===== config.mk =====
export PLATFORM = sky130hd
export DESIGN_NAME = star_wildcard_matcher_top_flat
export DESIGN_NICKNAME = d
export VERILOG_FILES = /design/src/hw/rtl/swm_pkg.sv /design/src/hw/rtl/swm_in_if.sv /design/src/hw/rtl/swm_out_if.sv /design/src/hw/rtl/swm_cell.sv /design/src/hw/rtl/star_wildcard_matcher_top.sv /design/src/flat_wrapper.sv
export SDC_FILE = /design/constraint.sdc
export NUM_CORES = 1
export LEC_CHECK = 0
export BUFFER_PORTS_ARGS = -buffer_cell sky130_fd_sc_hd__buf_2
export CAP_MARGIN = 30
export CORE_MARGIN = 3
export CORE_UTILIZATION = 45
export CTS_CLUSTER_SIZE = 25
export DETAILED_ROUTE_END_ITERATION = 10
export HOLD_SLACK_MARGIN = 0.12
export PLACE_DENSITY = 0.7
export SLEW_MARGIN = 20
export SYNTH_ARGS = -nofsm -noshare
export SYNTH_HDL_FRONTEND = slang
export SYNTH_SLANG_ARGS = --single-unit

===== constraint.sdc =====
create_clock -name i_clk -period 6.2 [get_ports i_clk]
set_clock_uncertainty 0.1 [all_clocks]
set_input_delay 1.86 -clock i_clk [delete_from_list [all_inputs] [get_ports i_clk]]
set_output_delay 1.86 -clock i_clk [all_outputs]
set_load 0.01 [all_outputs]

===== src/hw/rtl/swm_pkg.sv =====
`timescale 1ns / 1ps

package swm_pkg;

    localparam logic [1:0] FUNC_CLEAR  = 2'd0;
    localparam logic [1:0] FUNC_APPEND = 2'd1;
    localparam logic [1:0] FUNC_TEXT   = 2'd2;
    localparam logic [1:0] FUNC_END    = 2'd3;

    localparam logic [7:0] STAR_BYTE = 8'd42;

    // Command that the top level broadcasts to every cell of the row.
    typedef struct packed {
        logic       restart;  // go back to the closure of position zero
        logic       text;     // advance the active positions by one text byte
        logic [7:0] ch;       // pattern byte to load or text byte to compare
    } t_cell_cmd;

endpackage


===== src/hw/rtl/swm_in_if.sv =====
`timescale 1ns / 1ps

interface swm_in_if;
    logic       valid;
    logic       ready;
    logic [1:0] func;
    logic [7:0] ch;

    modport source (output valid, output func, output ch, input ready);
    modport sink   (input valid, input func, input ch, output ready);
endinterface


===== src/hw/rtl/swm_out_if.sv =====
`timescale 1ns / 1ps

interface swm_out_if;
    logic valid;
    logic ready;
    logic matched;
    logic pattern_overflow;

    modport source (output valid, output matched, output pattern_overflow, input ready);
    modport sink   (input valid, input matched, input pattern_overflow, output ready);
endinterface


===== src/hw/rtl/swm_cell.sv =====
`timescale 1ns / 1ps

module swm_cell
    import swm_pkg::*;
(
    input  logic      i_clk,
    input  logic      i_rst_n,
    input  logic      i_head,       // high for the cell of position zero
    input  t_cell_cmd i_cmd,
    input  logic      i_wr,         // load i_cmd.ch into this cell
    input  logic      i_valid,      // cell lies inside the current pattern
    input  logic      i_valid_nxt,  // cell lies inside the pattern after this beat
    input  logic      i_fwd,        // left neighbor consumed the text byte
    input  logic      i_close,      // left neighbor is active after this beat and sits on a star
    output logic      o_fwd,
    output logic      o_close,
    output logic      o_act
);

    logic [7:0] r_byte;
    logic       r_act;
    logic       n_act;
    logic       w_star_cur;
    logic       w_star_nxt;
    logic       w_base;
    logic [7:0] w_byte_nxt;

    assign w_byte_nxt = i_wr ? i_cmd.ch : r_byte;
    assign w_star_cur = i_valid && (r_byte == STAR_BYTE);
    assign w_star_nxt = i_valid_nxt && (w_byte_nxt == STAR_BYTE);

    // A star keeps its own position alive; a literal hands the match to the right.
    assign o_fwd = r_act && i_valid && !w_star_cur && (r_byte == i_cmd.ch);

    always_comb begin
        if (i_cmd.restart) begin
            w_base = i_head;
        end else if (i_cmd.text) begin
            w_base = (r_act && w_star_cur) || i_fwd;
        end else begin
            w_base = r_act;
        end
    end

    // Closure over stars ripples along the row within the same cycle.
    assign n_act   = w_base || ((i_cmd.restart || i_cmd.text) && i_close);
    assign o_close = n_act && w_star_nxt;
    assign o_act   = r_act;

    always_ff @(posedge i_clk) begin
        if (i_wr) begin
            r_byte <= i_cmd.ch;
        end
    end

    always_ff @(posedge i_clk) begin
        if (!i_rst_n) begin
            r_act <= i_head;
        end else begin
            r_act <= n_act;
        end
    end

endmodule


===== src/hw/rtl/star_wildcard_matcher_top.sv =====
`timescale 1ns / 1ps

// Channel  | Dir | Beat payload                  | Note
// i_in     | in  | func[1:0], ch[7:0]            | clear, append, text byte, end
// o_out    | out | matched, pattern_overflow     | one beat per end item
//
// A new beat may be accepted in every cycle in which the input is not stalled.
// Each pattern byte lives in its own cell, and a text byte updates all cells
// at once; star closure ripples through the row of PATTERN_MAX cells.
// The result of an end beat sits in an output register in the cycle after the beat is accepted.
// Input is stalled only while that register is full and not being taken.
// Reset is synchronous; it empties the pattern and needs no clearing pass.

module star_wildcard_matcher_top
    import swm_pkg::*;
#(
    parameter int PATTERN_MAX = 32
) (
    input  logic            i_clk,
    input  logic            i_rst_n,
    swm_in_if.sink          i_in,
    swm_out_if.source       o_out
);

    localparam int LW = $clog2(PATTERN_MAX + 1);

    logic [LW-1:0]        r_len;
    logic [LW-1:0]        n_len;
    logic                 r_text_seen;
    logic                 r_ovf;
    logic                 r_tail_act;
    logic                 n_tail_act;
    logic                 r_out_valid;
    logic                 r_matched;
    logic                 r_out_ovf;

    logic                 w_acc;
    logic                 w_append;
    logic                 w_full;
    t_cell_cmd            w_cmd;
    logic [PATTERN_MAX-1:0] w_wr;
    logic [PATTERN_MAX-1:0] w_valid;
    logic [PATTERN_MAX-1:0] w_valid_nxt;
    logic [PATTERN_MAX:0]   w_fwd;
    logic [PATTERN_MAX:0]   w_close;
    logic [PATTERN_MAX:0]   w_act;

    assign i_in.ready = !r_out_valid || o_out.ready;
    assign w_acc      = i_in.valid && i_in.ready;
    assign w_full     = (r_len == LW'(PATTERN_MAX));
    assign w_append   = w_acc && (i_in.func == FUNC_APPEND);

    assign w_cmd.restart = w_acc && (i_in.func != FUNC_TEXT);
    assign w_cmd.text    = w_acc && (i_in.func == FUNC_TEXT);
    assign w_cmd.ch      = i_in.ch;

    always_comb begin
        n_len = r_len;
        if (w_acc && (i_in.func == FUNC_CLEAR)) begin
            n_len = '0;
        end else if (w_append && !w_full) begin
            n_len = r_len + LW'(1);
        end
    end

    assign w_fwd[0]   = 1'b0;
    assign w_close[0] = 1'b0;

    for (genvar g = 0; g < PATTERN_MAX; g++) begin : g_cell
        assign w_valid[g]     = (LW'(g) < r_len);
        assign w_valid_nxt[g] = (LW'(g) < n_len);
        assign w_wr[g]        = w_append && (r_len == LW'(g));

        swm_cell u_cell (
            .i_clk       (i_clk),
            .i_rst_n     (i_rst_n),
            .i_head      (g == 0),
            .i_cmd       (w_cmd),
            .i_wr        (w_wr[g]),
            .i_valid     (w_valid[g]),
            .i_valid_nxt (w_valid_nxt[g]),
            .i_fwd       (w_fwd[g]),
            .i_close     (w_close[g]),
            .o_fwd       (w_fwd[g+1]),
            .o_close     (w_close[g+1]),
            .o_act       (w_act[g])
        );
    end

    // Position PATTERN_MAX has no byte of its own: it is only reached.
    always_comb begin
        if (w_cmd.restart) begin
            n_tail_act = w_close[PATTERN_MAX];
        end else if (w_cmd.text) begin
            n_tail_act = w_fwd[PATTERN_MAX] || w_close[PATTERN_MAX];
        end else begin
            n_tail_act = r_tail_act;
        end
    end

    assign w_act[PATTERN_MAX] = r_tail_act;

    always_ff @(posedge i_clk) begin
        if (!i_rst_n) begin
            r_len       <= '0;
            r_text_seen <= 1'b0;
            r_ovf       <= 1'b0;
            r_tail_act  <= 1'b0;
            r_out_valid <= 1'b0;
        end else begin
            r_len      <= n_len;
            r_tail_act <= n_tail_act;
            if (w_acc) begin
                r_text_seen <= (i_in.func == FUNC_TEXT);
            end
            if (w_acc && (i_in.func == FUNC_CLEAR)) begin
                r_ovf <= 1'b0;
            end else if (w_append && w_full) begin
                r_ovf <= 1'b1;
            end
            if (w_acc && (i_in.func == FUNC_END)) begin
                r_out_valid <= 1'b1;
            end else if (o_out.ready) begin
                r_out_valid <= 1'b0;
            end
        end
    end

    always_ff @(posedge i_clk) begin
        if (w_acc && (i_in.func == FUNC_END)) begin
            r_matched <= (r_len != '0) && r_text_seen && w_act[r_len];
            r_out_ovf <= r_ovf;
        end
    end

    assign o_out.valid            = r_out_valid;
    assign o_out.matched          = r_matched;
    assign o_out.pattern_overflow = r_out_ovf;

endmodule


===== src/flat_wrapper.sv =====
// flat-port wrapper written by rule: the top's interface ports become plain ports
module star_wildcard_matcher_top_flat import swm_pkg::*;
#(
    parameter int PATTERN_MAX = 32
)
  (i_clk, i_rst_n, i_in_valid, i_in_func, i_in_ch, i_in_ready, o_out_valid, o_out_matched, o_out_pattern_overflow, o_out_ready);
  swm_in_if i_in_i ();
  swm_out_if o_out_i ();
  input  logic i_clk;
  input  logic i_rst_n;
  input wire logic [$bits(i_in_i.valid)-1:0] i_in_valid;
  input wire logic [$bits(i_in_i.func)-1:0] i_in_func;
  input wire logic [$bits(i_in_i.ch)-1:0] i_in_ch;
  output wire logic [$bits(i_in_i.ready)-1:0] i_in_ready;
  output wire logic [$bits(o_out_i.valid)-1:0] o_out_valid;
  output wire logic [$bits(o_out_i.matched)-1:0] o_out_matched;
  output wire logic [$bits(o_out_i.pattern_overflow)-1:0] o_out_pattern_overflow;
  input wire logic [$bits(o_out_i.ready)-1:0] o_out_ready;
  assign i_in_i.valid = i_in_valid;
  assign i_in_i.func = i_in_func;
  assign i_in_i.ch = i_in_ch;
  assign i_in_ready = i_in_i.ready;
  assign o_out_valid = o_out_i.valid;
  assign o_out_matched = o_out_i.matched;
  assign o_out_pattern_overflow = o_out_i.pattern_overflow;
  assign o_out_i.ready = o_out_ready;
  star_wildcard_matcher_top #(.PATTERN_MAX(PATTERN_MAX)) u_core (.i_clk(i_clk), .i_rst_n(i_rst_n), .i_in(i_in_i), .o_out(o_out_i));
endmodule

==> results.md <==
- The flow ran to the end, and the final reports show no timing, DRC or antenna violations.
- The root buffer cell chosen for the clock tree is clkbuf_16.
- The number of global-route vias before repair is 13.7k.
- The clock latency of the later-clocked register in the worst-skew pair is 520 ps.
- The wire length of the first global-routing pass is 77700 um.
- The initial antenna violation count is 1.
- The total die area is 0.0401 mm2.
- From bottom edge to top edge, the die measures 200 um.
- Along the worst path, the maximum fanout reaches 13.
- Setup repair after global routing left no endpoint under its margin.
- The number of setup buffers added after CTS is 0.
- The number of DRC markers in iteration 0 is 996.
- Counting distinct cell types in the post-synthesis netlist gives 109.
- The capturing element type of the critical path is a flip-flop.
- Counting along the longest clock path gives a buffer depth of 3.
- The number of nets in the synthesized netlist is 1762.
- 0 antenna diodes ended up in the layout.
- The average via count per standard cell is 6.02.
- The number of gates resized after CTS was 0.
- The mapped netlist covers 0.0170 mm2.
- Summed over all cells, the static leakage comes to 7.11 nW.
- The number of nets in the finished design is 1763.
- For the worst setup path, the data required time is 6530 ps.
- After clock tree synthesis, the clock-pin slew on the worst setup and hold paths is 60 ps.
- The worst setup path is launched from an input pin.
- The area of the core is 0.0369 mm2.
- The count of final hold-check violations is 0.
- The synthesis-to-layout area growth is 10.6%.
- The cell area power density is 227 mW/mm2.
- Synthesis produced 1745 cells.
- The tightest min-delay check is of the reg -> reg type.
- The count of flip-flops with a built-in enable after synthesis is 2.
- Buffers inserted to repair hold after CTS numbered 0.
- The slew at the pin closest to its max-slew limit is 1010 ps.
- The number of pins exceeding their max-slew limit in the final report was 0.
- The number of standard cells in the layout, taps in and fillers out is 2270.
- In this run the mean area of a mapped cell was 9.73 um2.
- The relative slew slack is 32.5%.
- The highest layer touched by signal routing is met5.
- For this run, design rule violations remaining after detail routing come to 0.
- Across the run, the number of max-cap violations was 0.
- In the detailed route, the total length drawn on met2 is 23300 um.
- Summed over all failing endpoints, the final setup total negative slack is 0 ps.
- The dominant synthesized flop cell is dfxtp_1.
- IR analysis of the VDD net gives a maximum drop of 0.126 mV.
- The worst path in the final design needs a cycle of 5180 ps, including I/O delays and setup.
- The total wirelength of the detailed-routed design is 49500 um.
- The last weighted congestion value of the routability-driven placer is 1.03.
- In the final routed layout, each cell accounts on average for 21.8 um.
- The critical path in this run is classified as in -> reg.
- For this run, the total global-route usage over all layers was measured as 23.9%.
- TritonCTS created 34 clock buffers.
- The post-placement cell count is 2213.
- The number of levels in the clock H-tree is 2.
- The minimum setup slack in the final design is 1020 ps.
- 18 I/O pins were placed.
- Summed over all nets, the half-perimeter wirelength after detailed placement is 34300 um.
- Entering global routing, the biggest net connects 66 pins.
- The effective utilization at floorplan is 46.1%.
- The cell area after placement is 0.0177 mm2.
- Hold is met by 367 ps.
- The highest clock frequency the design can meet is 0.193 GHz.
- In the final routing, the length of wire on met1 measures 21200 um.
- The floorplan has 70 rows.
- Of the cells placed in the final design, the portion with a size suffix greater than 1 is 24.8%.
- The sequential cell area fraction in the yosys report is 35.5%.
- The total number of vias is 13.7k.
- The routed wire length on met3 is 3260 um.
- In this run the horizontal extent of the chip is 200 um.
- The proportion of synthesized flip-flops having asynchronous set or reset is 0%.
- The count of buffers inserted at the top-level ports is 17.
- The number of synthesized register bits is 300.
- For this run the aggregate overflow at the end of global routing stands at 0.
- The share of the cycle needed by the critical path after routing is 83.6%.
- The TritonCTS clock tree is done.
- The detailed-routing iteration count for the pre-antenna-repair pass is 5.
- After filler insertion, the fill cell instance count of the layout stands at 3342.
- Setup violations remaining at the end of the flow were counted as 0.
- The arrival time at the worst endpoint is 5510 ps.
- The minimum setup slack after placement is 589 ps.
- The clock drives 300 sinks.
- The remaining antenna violation count after routing is 0.
- The post-route standard cell area excluding fillers is 0.0188 mm2.
- The Yosys step of the flow raised 0 warnings.
==> layer usage <==
layer	vias up	GRT usage (%)
met2	473	40.3
li1	6388	-
met5	-	0
met3	124	4.81
met1	6676	30.5
met4	2	9.01
==> cells in the final DEF, fill, tap and decap left out, types with 14 or more instances in the layout <==
master,netlist,routed
a21oi_1,59,59
and3_1,14,14
buf_2,38,17
buf_4,2,48
clkbuf_16,0,35
dfxtp_1,298,298
mux2_2,254,254
nand2_1,90,90
nand3_1,46,46
nand4_1,57,57
nor2_1,94,94
nor2b_1,15,14
nor3_1,31,30
nor4_1,58,58
nor4b_1,19,19
o21ai_0,50,50
or4_1,16,16
xnor2_1,119,119
xor2_1,139,139
==> path summary, 6_finish.rpt <==
| kind | depth (start not counted) | slack (ps) | from | end |
|---|---|---|---|---|
| max | 11 | 1020 | i_in_valid | u_core.r_tail_act |
| min | 0 | 370 | u_core.r_ovf | u_core.o_out.pattern_overflow |
| max reg2reg | 13 | 1220 | u_core.r_len[1] | u_core.g_cell[26].u_cell.o_act |
| min reg2reg | 0 | 370 | u_core.r_ovf | u_core.o_out.pattern_overflow |
==> logic make-up after synthesis <==
group	after synthesis	share of synthesized area, %
xor gates and xnor gates	260	13.5
AOI/OAI and AO/OA	233	9.64
adders and majority gates	3	0.221
buffers and inverters	124	3.33
muxes	278	19.0
DFF	300	35.5
and+or+nand+nor	547	18.8
==> metrics by stage <==
step	util (%)	total power, mW
floorplan	-	2.26
global placement	48.0	2.35
detailed placement	48.0	2.35
CTS	50.9	4.29
global route	50.9	4.39
finish	50.9	4.25
==> Yosys cell counts, drive strengths merged (8+ instances only) <==
master / number / share of area, %
and2: 11 / 0.42
o31ai: 10 / 0.50
nand2: 91 / 2.0
nor2b: 15 / 0.55
buf: 55 / 1.8
dfxtp: 298 / 35
a31oi: 9 / 0.33
o21a: 8 / 0.35
nand4: 58 / 2.2
nand4b: 8 / 0.41
inv: 15 / 0.33
xor2: 140 / 7.3
xnor2: 120 / 6.2
mux4: 10 / 1.3
nor4bb: 10 / 0.59
or4: 17 / 0.77
o211ai: 10 / 0.47
and3: 14 / 0.52
nor2: 98 / 2.2
nor4: 62 / 2.6
o21ai: 54 / 1.6
nor4b: 19 / 0.98
or3: 9 / 0.33
mux2: 256 / 17
a21oi: 61 / 1.8
a21o: 8 / 0.35
nor3: 37 / 1.3
mux2i: 12 / 0.71
a2111oi: 10 / 0.85
or2: 8 / 0.29
nand2b: 13 / 0.48
a211oi: 8 / 0.38
nand3: 50 / 1.6
clkbuf: 53 / 1.2
==> critical path, cell delays in order <==
cell	delay [ps]
buf_2	230
inv_2	210
or4_1	760
nor3_4	480
mux2_2	390
or4b_1	520
nor4_1	370
o211ai_1	150
o21ai_1	170
nand2_1	100
o31ai_1	250
==> area by class of cell <==
cell class                      instances  area (um2)  share of cell area (%)
Clock buffer                           45         933                    4.97
Timing Repair Buffer                   73         601                    3.20
Sequential cell                       300        6030                    32.1
Tap cell                              504         631                    3.36
Multi-Input combinational cell       1321       10400                    55.4
Inverter                               16        60.1                   0.320
Clock inverter                         11         124                   0.660
==> flip-flops by register name, indices dropped and copies added (netlist names) <==
signal / flops
u_core.o_out.matched: 1
u_core.o_out.pattern_overflow: 1
u_core.g_cell.u_cell.r_byte: 256
u_core.g_cell.u_cell.o_act: 32
u_core.r_tail_act: 1
u_core.o_out.valid: 1
u_core.r_ovf: 1
u_core.r_len: 6
u_core.r_text_seen: 1
==> where the power goes <==
| part | internal (mW) | switching [mW] |
|---|---|---|
| clock | 1.14 | 0.795 |
| combinational | 0.128 | 0.195 |
| sequential | 1.96 | 0.0295 |
| total | 3.24 | 1.02 |
Power figures use the tool's default switching activity.
